File: src/rtl/tsgoc_coef_store.sv
`timescale 1ns / 1ps

module tsgoc_coef_store #(
	parameter int DEPTH = 48,
	parameter int AW    = 6
) (
	input  logic          clk,
	input  logic          arst_n,
	input  logic          we,
	input  logic [AW-1:0] waddr,
	input  logic [63:0]   wdata,
	input  logic          re,
	input  logic [AW-1:0] raddr,
	input  logic          rd_ok,
	output logic [63:0]   rdata
);

	logic [63:0]      mem [DEPTH];
	logic [DEPTH-1:0] vld_q;
	logic [63:0]      rdata_q;
	logic             rok_q;

	// Write array and registered read
	always_ff @(posedge clk) begin
		if (we) begin
			mem[waddr] <= wdata;
		end
		if (re) begin
			rdata_q <= mem[raddr];
		end
	end

	// Track written entries; unwritten ones read as zero
	always_ff @(posedge clk or negedge arst_n) begin
		if (!arst_n) begin
			vld_q <= '0;
			rok_q <= 1'b0;
		end else begin
			if (we) begin
				vld_q[waddr] <= 1'b1;
			end
			if (re) begin
				rok_q <= rd_ok && vld_q[raddr];
			end
		end
	end

	assign rdata = rok_q ? rdata_q : 64'd0;

endmodule

File: config.mk
export PLATFORM = sky130hd
export DESIGN_NAME = tsgoc_coef_store
export DESIGN_NICKNAME = d
export VERILOG_FILES = /design/src/rtl/tsgoc_coef_store.sv
export SDC_FILE = /design/constraint.sdc
export NUM_CORES = 2
export LEC_CHECK = 0
export BUFFER_PORTS_ARGS = -buffer_cell sky130_fd_sc_hd__buf_2
export CAP_MARGIN = 0
export CORE_MARGIN = 3
export CORE_UTILIZATION = 40
export CTS_CLUSTER_DIAMETER = 30
export CTS_CLUSTER_SIZE = 16
export DETAILED_ROUTE_END_ITERATION = 12
export PLACE_DENSITY = 0.63
export REMOVE_ABC_BUFFERS = 1
export SLEW_MARGIN = 20
export SYNTH_ARGS = -nofsm -noshare
export SYNTH_HDL_FRONTEND = slang
export SYNTH_SLANG_ARGS = --single-unit
File: constraint.sdc
create_clock -name clk -period 4.05 [get_ports clk]
set_clock_uncertainty 0.15 [all_clocks]
set_input_delay 0.6075 -clock clk [delete_from_list [all_inputs] [get_ports clk]]
set_output_delay 0.6075 -clock clk [all_outputs]
set_load 0.01 [all_outputs]
==> flow_summary.ini <==
[outcome]
status = complete, no violations

[place]
place_congestion = 0.7502
dpl.cell_count = 9037
pre_cts_slack_ns = 0.6657
place_hpwl_um = 160600
place_area_mm2 = 0.1293
io_buffers = 144

[grt]
overflow = 0
grt_pass1_wl_um = 457300
track_usage_pct = 20.79
grt_antenna_before_repair = 37
grt_max_degree = 68
grt_pass1_vias = 60010

[logic_synthesis]
synth.ff_latch_count = 3185
syn-cell-area_mm2 = 0.1212
synth_cell_types = 32
ys_warn_count = 0
syn_area_per_cell_um2 = 24.38
ys_async_sr_fraction_pct = 1.538
ys_seq_area_share_pct = 78.70
synth_edf_count = 3136
synthFlopType = edfxtp_1
synthCells = 4973

[final_layout]
finalInstanceArea_mm2 = 0.1471
final_cell_mix = edfxtp_1 (3136), mux4_2 (901), clkbuf_16 (543)
postLayoutCoreUtil_pct = 48.89
final-instance-count-excl-fill = 9998
drive_above_1_share_pct = 36.45
final_common_cell = edfxtp_1
final_nets = 5691
area_delta_synth_final_pct = 21.31

[critical_path]
slowest_stage = dfrtp_4
path_buf_inv = 2
cpPeakStageDelay_ns = 0.58
rr_startpoint = mem[19][38]
arrival_ns = 2.32
worstPathMaxFanout = 24
required_ns = 3.29
cp-start-kind = register
critical_path.top_delay_family = flip-flops
crit_path_end_kind = output pin
critPathLaunch = rok_q
worst-setup-path-type = reg -> out
worstPathCellList = buf_4 > and2_1 > buf_2

[cts]
cts-root-buf = clkbuf_16
cts.sinks = 3185
cts_buffers = 527
cts.htree.levels = 6
clkTransAtPathRegs_ns = 0.05
clockBufferDepth = 4
cts_tree = built
clock_latency_ns = 0.90

[power_and_ir_drop]
leakage_nw = 47.39
p_per_area_mw_per_mm2 = 574.2
power_switching_mw = 17.44
seq_power_share_pct = 43.6
internal-power_mw = 67.01
clkPwrFrac_pct = 52.6
switching_share_pct = 20.65
power.total_mw = 84.45
power_frac_comb_pct = 3.8
ir_worst_vdd_v = 0.0003437

[timing]
maxSlewHeadroom_pct = 36.99
maxSlewViolCount = 0
finalSetupTns_ns = 0
hold_viol_final = 0
period_minus_slack_ns = 3.079
timing.final.ws_setup_ns = 0.9712
fmax_ghz = 0.3248
hold-worst-slack_ns = 0.05243
rsz0062_at_grt = no
worst_pin_slew_ns = 0.9452
min_period_over_period_pct = 76.02
setup_viol = 0

[floorplanning]
die_w_um = 556.5
start_util_pct = 40.30
die_area_mm2 = 0.3097
fp.dieH_um = 556.5
rows = 201
core_area_mm2 = 0.3008
ioPinCount = 145

[detailed_routing]
ant_nets = 0
firstDrtPassIters = 5
remaining_drc_errors = 0
drtIter0Drc = 7896
vias = 58810
routedWlPerCell_um = 32.41
post_drt_via_cell_ratio = 5.882
routed_wl_um = 324100

[min_path]
hold_class = in -> reg
hp-start = re

[job]
cap_violations = 0
cell families (layout without fill, tap and decap cells):
family / count (synthesis) / after routing / share of synthesized area [%]
compound gates: 200 / 200 / 1.302
buf+inv: 273 / 1325 / 0.9878
flops: 3185 / 3185 / 78.70
mux: 986 / 986 / 17.44
other cells: 0 / 15 / 0
simple gates: 329 / 329 / 1.574
repair_timing:
action                    CTS  global route
buffers inserted            0             0
resized for setup           0             0
hold endpoints to repair   30             0
hold buffers                2             0
synthesized netlist by cell type, types with 2 or more instances:
cell type,count,share of area [%]
a211o_1,64,0.46
inv_1,2,0.0062
nand3_1,11,0.045
nor2b_1,132,0.68
clkbuf_1,157,0.49
nor2_1,52,0.16
a21oi_1,2,0.0083
nand2b_1,4,0.021
buf_4,10,0.062
buf_2,84,0.35
a211oi_1,127,0.79
dfrtp_1,49,1.0
buf_1,16,0.050
a22oi_1,3,0.019
mux2i_1,85,0.70
mux4_2,901,17
nand2_1,8,0.025
or2_2,50,0.26
buf_6,4,0.037
nand3b_1,2,0.012
and2_1,64,0.33
edfxtp_1,3136,78
registers in the layout, summed over array words and instances (netlist names):
register / flops
mem: 3072
rdata_q: 64
rok_q: 1
vld_q: 48
cell type report:
class | count | area, um^2
flip-flops and latches | 3185 | 95400
inverters | 2 | 7.507
repair buffers | 379 | 3920
fillers | 23610 | 153700
clock inverters | 326 | 3829
multi-input cells | 1515 | 25000
clock buffers | 618 | 13910
diodes | 15 | 37.54
well taps | 3958 | 4952
routing by layer:
| layer | GRT usage [%] | vias to the layer above | wire (um) |
|---|---|---|---|
| met5 | 0 | - | 68 |
| met4 | 5.364 | 10 | 7089 |
| met3 | 3.912 | 479 | 28110 |
| met2 | 33.79 | 3018 | 159900 |
| met1 | 29.05 | 32330 | 128800 |
| li1 | - | 22970 | - |
worst register-to-register path, stage by stage (launching register included):
cell      delay (ns)
edfxtp_1        0.37
mux4_2          0.49
mux4_2          0.49
nor2b_1         0.15
a211o_1         0.36
final timing paths:
path	slack, ns	to	cells past startpoint
worst max-delay path	0.97	rdata[55]	3
worst min-delay path	0.05	rdata_q[61]	1
worst max register to register	1.75	rdata_q[38]	4
worst min register to register	0.31	vld_q[29]	1
max in group asynchronous	2.81	vld_q[30]	3
min in group asynchronous	0.19	vld_q[12]	2
power by group through the flow:
stage               sequential, mW  clock [mW]  combinational (mW)
CTS                           36.8        45.0                3.28
floorplan                     37.4           0                1.49
detailed placement            37.5           0                3.26
finish                        36.8        44.4                3.23
global route                  36.8        46.5                3.46
global placement              37.4           0                3.20
Note: power is estimated with default switching activity, not from simulation.
