<file path="config.mk">
export PLATFORM = sky130hd
export DESIGN_NAME = tsgoc_div_stage
export DESIGN_NICKNAME = d
export VERILOG_FILES = /design/src/rtl/tsgoc_pkg.sv /design/src/rtl/tsgoc_div_stage.sv
export SDC_FILE = /design/constraint.sdc
export NUM_CORES = 1
export LEC_CHECK = 0
export BUFFER_PORTS_ARGS = -buffer_cell sky130_fd_sc_hd__buf_2
export CAP_MARGIN = 10
export CORE_UTILIZATION = 42
export DETAILED_ROUTE_END_ITERATION = 12
export GPL_TIMING_DRIVEN = 0
export PLACE_DENSITY_LB_ADDON = 0.1
export SYNTH_ARGS = -nofsm -noshare
export SYNTH_HDL_FRONTEND = slang
export SYNTH_SLANG_ARGS = --single-unit
</file>
<file path="constraint.sdc">
create_clock -name clk -period 4.55 [get_ports clk]
set_input_delay 0.455 -clock clk [delete_from_list [all_inputs] [get_ports clk]]
set_output_delay 0.455 -clock clk [all_outputs]
set_load 0.03 [all_outputs]
</file>
<file path="src/rtl/tsgoc_pkg.sv">
`timescale 1ns / 1ps

package tsgoc_pkg;

	// Field widths
	localparam int VAL_W   = 48;
	localparam int WORD_W  = 32;
	localparam int K_W     = 17;
	localparam int NUM_W   = 64;

	// Divider: quotient bits resolved per stage and stage count
	localparam int DIV_BITS   = 4;
	localparam int DIV_STAGES = VAL_W / DIV_BITS;

	// Command codes
	localparam logic [1:0] CMD_ERR = 2'd0;
	localparam logic [1:0] CMD_FB  = 2'd1;
	localparam logic [1:0] CMD_OFB = 2'd2;
	localparam logic [1:0] CMD_WR  = 2'd3;

	// Table code that selects no table
	localparam logic [1:0] TBL_BAD = 2'd3;

	// Segment codes
	localparam logic [1:0] SEG_NONE = 2'd0;
	localparam logic [1:0] SEG_ONE  = 2'd1;
	localparam logic [1:0] SEG_TWO  = 2'd2;

	// Register indexes
	localparam logic [1:0] REG_THR_LO = 2'd0;
	localparam logic [1:0] REG_THR_HI = 2'd1;
	localparam logic [1:0] REG_SCALE  = 2'd2;

	// Gain limits, gain scaled by 100000
	localparam logic [K_W-1:0]    K_UNITY = 17'd100000;
	localparam logic [WORD_W-1:0] K_MIN   = 32'd80000;
	localparam logic [WORD_W-1:0] K_MAX   = 32'd120000;

	// Saturation bounds, as magnitudes
	localparam logic [NUM_W-1:0] POS_MAX_MAG = 64'h0000_7FFF_FFFF_FFFF;
	localparam logic [NUM_W-1:0] NEG_MIN_MAG = 64'h0000_8000_0000_0000;
	localparam logic [VAL_W-1:0] POS_MAX48   = 48'h7FFF_FFFF_FFFF;
	localparam logic [VAL_W-1:0] NEG_MIN48   = 48'h8000_0000_0000;

	// What happens to a word on its way through
	typedef enum logic [1:0] {
		KIND_ERR,
		KIND_FB,
		KIND_PASS,
		KIND_WR
	} kind_t;

	typedef struct packed {
		kind_t            kind;
		logic [1:0]       seg;
		logic             dflt;
		logic             neg;
		logic [VAL_W-1:0] pval;
	} meta_t;

	typedef struct packed {
		logic [K_W-1:0]   rem;
		logic [VAL_W-1:0] w;
		logic [K_W-1:0]   dvs;
		meta_t            meta;
	} div_t;

endpackage

</file>
<file path="src/rtl/tsgoc_div_stage.sv">
`timescale 1ns / 1ps

module tsgoc_div_stage import tsgoc_pkg::*; (
	input  logic clk,
	input  logic arst_n,
	input  logic in_valid,
	input  div_t in_data,
	output logic in_ready,
	output logic out_valid,
	output div_t out_data,
	input  logic out_ready
);

	logic v_q;
	div_t d_q;
	div_t nxt;

	assign in_ready  = !v_q || out_ready;
	assign out_valid = v_q;
	assign out_data  = d_q;

	// Resolve a few quotient bits by restoring subtraction
	always_comb begin
		logic [K_W:0] r;
		logic         ge;
		nxt = in_data;
		for (int j = 0; j < DIV_BITS; j++) begin
			r  = {nxt.rem, nxt.w[VAL_W-1]};
			ge = r >= {1'b0, nxt.dvs};
			nxt.rem = ge ? K_W'(r - {1'b0, nxt.dvs}) : r[K_W-1:0];
			nxt.w   = {nxt.w[VAL_W-2:0], ge};
		end
	end

	always_ff @(posedge clk or negedge arst_n) begin
		if (!arst_n) begin
			v_q <= 1'b0;
		end else if (in_ready) begin
			v_q <= in_valid;
		end
	end

	always_ff @(posedge clk) begin
		if (in_ready) begin
			d_q <= nxt;
		end
	end

endmodule

</file>
==> results.ini <==
[die]
rows = 51
core-area_um2 = 19720
dieArea_um2 = 20940
start_util = 0.4338
ios = 278
die_w_um = 144.7
fp.dieH_um = 144.7

[layout]
area_growth_pct = 53.52
finalNonFillerCells = 1472
diodes = 0
final_core_util = 0.6660
design_area_um2 = 13130
fillers = 1514
drive_gt1_frac = 0.5145
nets = 1406

[setup_path]
setup.worst_path.start_class = input port
critPathKind = input port to register
worstPathRequired_ns = 4.71
crit_top_cell = o21ai_2
slowest_delay_ns = 0.43
slowest_stage = fa_2
cp_max_fo = 8
critPathCaptureType = register
crit_arrival_ns = 8.42

[power_and_ir_drop]
seq_power_share = 0.171
switching_share = 0.4159
p_int_mw = 6.014
power_frac_comb = 0.699
ir_worst_vdd_uv = 530.1
power_mw = 10.30
powerDensity_nw_per_um2 = 784.1
p_leak_nw = 5.624
switching_power_mw = 4.282
p_clk_frac = 0.130

[clock_network]
cts_buffers = 17
clock_latency_ns = 0.42
cts_sinks = 137
path_clk_slew_ns = 0.07
root_buffer = clkbuf_16
cts_tree = yes
clk_path_buf_depth = 2
htree_levels = 4

[logic_synthesis]
synth_common_cells = edfxtp_1, ha_1, nand2_1
ys_warn_count = 0
syn_nets = 992
synth_ff_type = edfxtp_1
syn_avg_cell_area_um2 = 10.97
syn_inst = 780
seq_area_frac_synth = 0.4804
synth_most_common_cell = edfxtp_1
synth.ff_latch_count = 137
yosys-top-cells-area = edfxtp_1, ha_1, a21oi_1
yosysTopAreaCell = edfxtp_1
ys_types = 74
synth-edff-count = 136
synthArstFlopShare = 0.007299
synth_area_um2 = 8553
synth_top_area_frac = 0.4775

[place]
dpl.hpwl_um = 18240
post_dp_cell_area_um2 = 10620
portBuffers = 277
gp_congestion = 0.9209
dpl.cell_count = 1324

[global_route]
grt_max_degree = 58
antenna_found_initial = 0
track_usage = 0.2269
overflow = 0
grt_pass1_vias = 7004
grt_pass1_wl_um = 35970

[sta]
worstMarginPinSlew_ns = 0.7628
rsz0062_at_grt = yes
setup_violations = 19
hold_viol_final = 0
finalCritPeriodShare = 1.815
finalSetupTns_ns = -68.57
finalWorstSetupSlack_ns = -3.706
max_freq_mhz = 121.1
maxSlewViolCount = 0
clock_skew_ns = 0.01052
fin_crit_ns = 8.256
slew-limit-headroom = 0.4850

[routing]
dr.pass1.iters = 5
routed-via-count = 7899
drc = 0
first_iter_violations = 531
drtAntennaViolNets = 0
vias_per_cell = 5.366
totalWireLength_um = 25830
wl_per_cell_um = 17.55

[run_status]
failed_checks = negative setup slack
status = finished, violations left

[hold_path]
hold_class = input port to register

[flow_run]
maxCapViolCount = 0

-- state kept, by name (all words and copies together) (netlist names) --
register / flops
out_data: 136
out_valid: 1
-- power by group through the flow --
stage          sequential (mW)  combinational (mW)  clock (mW)
6_report                  1.76                7.19        1.34
3_5_place_dp              1.79                5.02           0
3_3_place_gp              1.80                5.00           0
2_1_floorplan             2.16                3.59           0
4_1_cts                   1.77                6.30        1.38
5_1_grt                   1.78                7.71        1.42
-- final timing paths --
| kind | cells past startpoint | end | slack [ns] | startpoint |
|---|---|---|---|---|
| setup reg to reg | 3 | out_data[81]$_DFFE_PP_ | 2.74 | out_valid$_DFFE_PN0P_ |
| max in group asynchronous | 2 | out_valid$_DFFE_PN0P_ | 4.11 | arst_n |
| hold / removal | 1 | out_data[99]$_DFFE_PP_ | 0.20 | in_data[95] |
| min in group asynchronous | 2 | out_valid$_DFFE_PN0P_ | 0.34 | arst_n |
| setup / recovery | 46 | out_data[126]$_DFFE_PP_ | -3.71 | in_data[55] |
| hold reg to reg | 1 | out_data[4]$_DFFE_PP_ | 0.97 | out_valid$_DFFE_PN0P_ |
-- per-stage QoR --
stage	worst slack, ns	hold slack (ns)
floorplan	-3.654	0.1594
global placement	-5.302	0.2425
detailed placement	-5.327	0.2448
CTS	-3.811	0.1712
global route	-3.992	0.1811
finish	-3.706	0.1953
-- worst max-delay path, delay by kind of cell --
family,cells,cell delay (ns)
AND/OR/NAND/NOR,7,1.20
adder cells (fa/ha/maj),4,1.17
AO/OA/AOI/OAI,24,4.38
XOR/XNOR,1,0.15
buffers and inverters,10,1.04
-- placed cells by master, fill, tap and decap left out, types with 16 or more instances in the layout --
master	netlist	routed
a21oi_1	62	45
and2_1	16	16
buf_2	8	276
buf_4	0	83
buf_6	3	32
clkbuf_16	0	18
edfxtp_1	136	136
ha_1	68	36
ha_4	0	26
inv_1	51	33
nand2_1	67	61
nor2_1	43	37
o21ai_0	48	26
xnor2_1	30	28
-- cells by family (layout without fill, tap and decap cells) --
family / after synthesis / in the layout / share of synthesized area
compound gates: 223 / 223 / 0.1799
xor+xnor: 44 / 44 / 0.04506
buf+inv: 69 / 496 / 0.03408
fa+ha+maj: 72 / 72 / 0.1088
flops: 137 / 137 / 0.4804
simple gates: 212 / 212 / 0.1226
mux: 23 / 23 / 0.02911
-- metal layers --
layer	wire [µm]	up-vias	global-route usage
li1	-	3788	-
met1	10460	3760	0.2808
met2	13080	309	0.3897
met3	1758	42	0.04179
met4	525	0	0.09086
met5	0	-	0
-- area by class of cell --
| type | count | area (µm²) | share of cell area |
|---|---|---|---|
| multi-input cells | 574 | 5139 | 0.3913 |
| flip-flops and latches | 137 | 4109 | 0.3129 |
| clock buffers | 17 | 425.4 | 0.03240 |
| well taps | 265 | 331.6 | 0.02525 |
| inverters | 54 | 254.0 | 0.01934 |
| repair buffers | 398 | 2557 | 0.1948 |
| plain buffers | 12 | 163.9 | 0.01248 |
| clock inverters | 15 | 151.4 | 0.01153 |
-- what timing repair did --
item / in CTS / in global routing
pin swaps: 56 / 74
gates cloned: 2 / 2
hold endpoints to repair: 1 / 0
hold buffers: 1 / 0
setup endpoints to repair: 19 / 19
buffers inserted: 71 / 47
resized for setup: 112 / 112
Note: power is estimated with default switching activity, not from simulation.
